File: src/hdl/asp_ram.sv
module asp_ram #(
  parameter int unsigned WIDTH = 8,
  parameter int unsigned DEPTH = 64,
  parameter int unsigned AW    = (DEPTH > 1) ? $clog2(DEPTH) : 1
) (
  input  logic             clk_i,
  input  logic             we_i,
  input  logic [AW-1:0]    waddr_i,
  input  logic [WIDTH-1:0] wdata_i,
  input  logic [AW-1:0]    raddr_i,
  output logic [WIDTH-1:0] rdata_o
);

  logic [WIDTH-1:0] mem_q [DEPTH];
  logic [WIDTH-1:0] rdata_q;

  always_ff @(posedge clk_i) begin
    if (we_i) begin
      mem_q[waddr_i] <= wdata_i;
    end
    rdata_q <= mem_q[raddr_i];
  end

  assign rdata_o = rdata_q;

endmodule

File: config.mk
export PLATFORM = sky130hd
export DESIGN_NAME = asp_ram
export DESIGN_NICKNAME = d
export VERILOG_FILES = /design/src/hdl/asp_ram.sv
export SDC_FILE = /design/constraint.sdc
export NUM_CORES = 1
export LEC_CHECK = 0
export CORE_MARGIN = 8
export CORE_UTILIZATION = 30
export CTS_BUF_LIST = sky130_fd_sc_hd__clkbuf_4 sky130_fd_sc_hd__clkbuf_8
export DETAILED_ROUTE_END_ITERATION = 10
export DONT_BUFFER_PORTS = 1
export SLEW_MARGIN = 5
export SYNTH_ARGS = -nofsm -noshare
export SYNTH_HDL_FRONTEND = slang
export SYNTH_SLANG_ARGS = --single-unit
File: constraint.sdc
create_clock -name clk_i -period 3.3 [get_ports clk_i]
set_clock_uncertainty 0.15 [all_clocks]
set_input_delay 0.825 -clock clk_i [delete_from_list [all_inputs] [get_ports clk_i]]
set_output_delay 0.825 -clock clk_i [all_outputs]
set_load 0.03 [all_outputs]
==> flow_metrics.env <==
export IMPL_nets=1064
export IMPL_end_kind="flop"
export IMPL_dieArea_um2=75800
export IMPL_gp_congestion=0.770
export IMPL_clock_latency_ns=0.64
export IMPL_p_leak_nw=7.12
export IMPL_dieHeight_um=275
export IMPL_min_period_ns=2.66
export IMPL_hpwl_um=26400
export IMPL_async_flop_share_pct=0
export IMPL_rsz0062_at_grt="no"
export IMPL_tritoncts="built"
export IMPL_hold_violations=0
export IMPL_drt_iter0_drc=904
export IMPL_fillCellCount=6239
export IMPL_first_global_vias=9967
export IMPL_internal_power_mw=10.2
export IMPL_cts_hold_buf=0
export IMPL_regArea_um2=15500
export IMPL_antenna_found_initial=0
export IMPL_p_seq_share_pct=57.4
export IMPL_wl_um=46000
export IMPL_yosysWarnings=0
export IMPL_crit_type="flop to flop"
export IMPL_drt_wirelength_per_cell_um=23.3
export IMPL_area_growth_pct=13.9
export IMPL_synth_edf_count=512
export IMPL_vdd_ir_drop_max_v=0.000297
export IMPL_grt_pass1_wl_um=67500
export IMPL_grt_overflow_total=0
export IMPL_diodes=0
export IMPL_worstHoldPathType="primary input to flop"
export IMPL_core_um2=66900
export IMPL_power_frac_comb_pct=3.0
export IMPL_final_cell_mix="512 x edfxtp_1, 126 x mux4_2, 85 x clkbuf_8"
export IMPL_postCtsSetupRepairBufs=0
export IMPL_clkSinkCount=520
export IMPL_antenna_left=0
export IMPL_maxSlewViolCount=0
export IMPL_synth_top_cell_by_area="edfxtp_1"
export IMPL_ys_types=40
export IMPL_placed_area_um2=21500
export IMPL_relSlewSlack_pct=35.1
export IMPL_fin_crit_sh_pct=80.5
export IMPL_io_buffers=0
export IMPL_final_area_um2=23000
export IMPL_tightest_slew_ns=0.965
export IMPL_crit_path_start_kind="flop"
export IMPL_fin_tns_setup_ns=0
export IMPL_ctsResizeCount=0
export IMPL_path_clk_slew_ns=0.06
export IMPL_remaining_drc_errors=0
export IMPL_ys_flop_type="edfxtp_1"
export IMPL_sw_frac_of_total_pct=20.4
export IMPL_clock_path_buffers=3
export IMPL_status="complete, no violations"
export IMPL_critPathMaxFanout=1
export IMPL_setup_viol=0
export IMPL_max_freq_ghz=0.376
export IMPL_die_w_um=275
export IMPL_h_tree_depth=3
export IMPL_yosysSeqAreaShare_pct=77.0
export IMPL_row_count=95
export IMPL_cts_buffers=78
export IMPL_synthesis_area_um2=20200
export IMPL_max_cap_viol_count=0
export IMPL_synthTopCellsByArea="edfxtp_1 76%, mux4_2 14%, nor2_1 1.5%"
export IMPL_synthesis_nets=962
export IMPL_switchingPower_mw=2.62
export IMPL_drive_gt1_share_pct=30.7
export IMPL_final_common_cell="edfxtp_1"
export IMPL_initial_utilization_pct=30.1
export IMPL_pwr_share_clk_pct=39.6
export IMPL_crit_required_ns=3.63
export IMPL_num_vias=9663
export IMPL_dr_pass1_iters=7
export IMPL_arrival_ns=2.99
export IMPL_ys_ff_latch=520
export IMPL_avgViaCountPerCell=4.91
export IMPL_synth_avg_cell_area_um2=21.5
export IMPL_grt_use_total_pct=12.1
export IMPL_synthCells=940
export IMPL_powerDensity_nw_per_um2=558
export IMPL_ios=30
export IMPL_grt_start_max_net_pins=138
export IMPL_multi_input_area_um2=4320
export IMPL_root_buffer="clkbuf_8"
export IMPL_synth_top_area_share_pct=76.2
power by group through the flow:
stage,clock (mW),sequential [mW],combinational [mW]
floorplan,0,7.49,0.390
global placement,0,7.50,0.382
detailed placement,0,7.50,0.383
CTS,5.22,7.36,0.385
global route,5.49,7.36,0.406
finish,5.08,7.36,0.383
layer usage:
metal	track usage, %	up-vias	share of wire (%)
met5	0	-	0
met4	3.19	0	1.7
met3	4.43	62	9.1
met2	18.1	365	46
met1	16.5	5109	44
li1	-	4127	-
synthesized netlist by cell type, drive strengths merged, types with 4 or more instances:
cell / instances
mux2i: 23
buf: 34
o22ai: 8
nand2b: 7
o221ai: 8
nor2b: 14
o21ai: 4
a211oi: 4
mux2: 13
nand3: 13
nor2: 83
clkbuf: 17
a221oi: 6
mux4: 126
dfxtp: 8
nor3: 7
nand2: 19
edfxtp: 512
path summary, 6_finish.rpt:
check / startpoint / to / slack, ns / depth (start not counted)
max: mem_q[21][4] / rdata_o[4] / 0.64 / 5
min: wdata_i[0] / mem_q[21][0] / 0.13 / 0
max reg2reg: mem_q[21][4] / rdata_o[4] / 0.64 / 5
min reg2reg: mem_q[35][2] / rdata_o[2] / 0.67 / 4
state kept, by name, summed over array words and instances (netlist names):
register  count
mem_q       512
rdata_o       8
through the flow:
step | hold slack, ns | power [mW] | utilization (%) | setup WS [ns] | cells
2_1_floorplan | 0.568 | 7.88 | - | 0.657 | 940
3_3_place_gp | 0.657 | 7.88 | 32.1 | 0.181 | 1835
3_5_place_dp | 0.664 | 7.89 | 32.1 | 0.240 | 1835
4_1_cts | 0.0992 | 13.0 | 34.3 | 0.764 | 1969
5_1_grt | 0.0823 | 13.3 | 34.3 | 0.595 | 1969
6_report | 0.130 | 12.8 | 34.3 | 0.642 | 1969
critical path, stage by stage (launching register included):
cell	delay, ns
edfxtp_1	0.36
mux4_2	0.47
mux2_2	0.29
o221a_2	0.27
nor3_1	0.79
o32ai_1	0.18
area by class of cell:
type                       count  share of cell area (%)
multi-input combinational    369                    18.8
tap                          873                    4.75
sequential                   520                    67.6
clock inverter                21                   0.441
clock buffer                 113                    6.01
timing repair buffer          73                    2.39
cells by family (layout without fill, tap and decap cells):
family          Yosys count  count (layout)  synth area share, %
simple gates            153             153                 3.39
mux                     162             162                 15.9
buf+inv                  51             207                 1.57
flops                   520             520                 77.0
compound gates           54              54                 2.07
No activity file was read; power rests on OpenSTA's default activity.
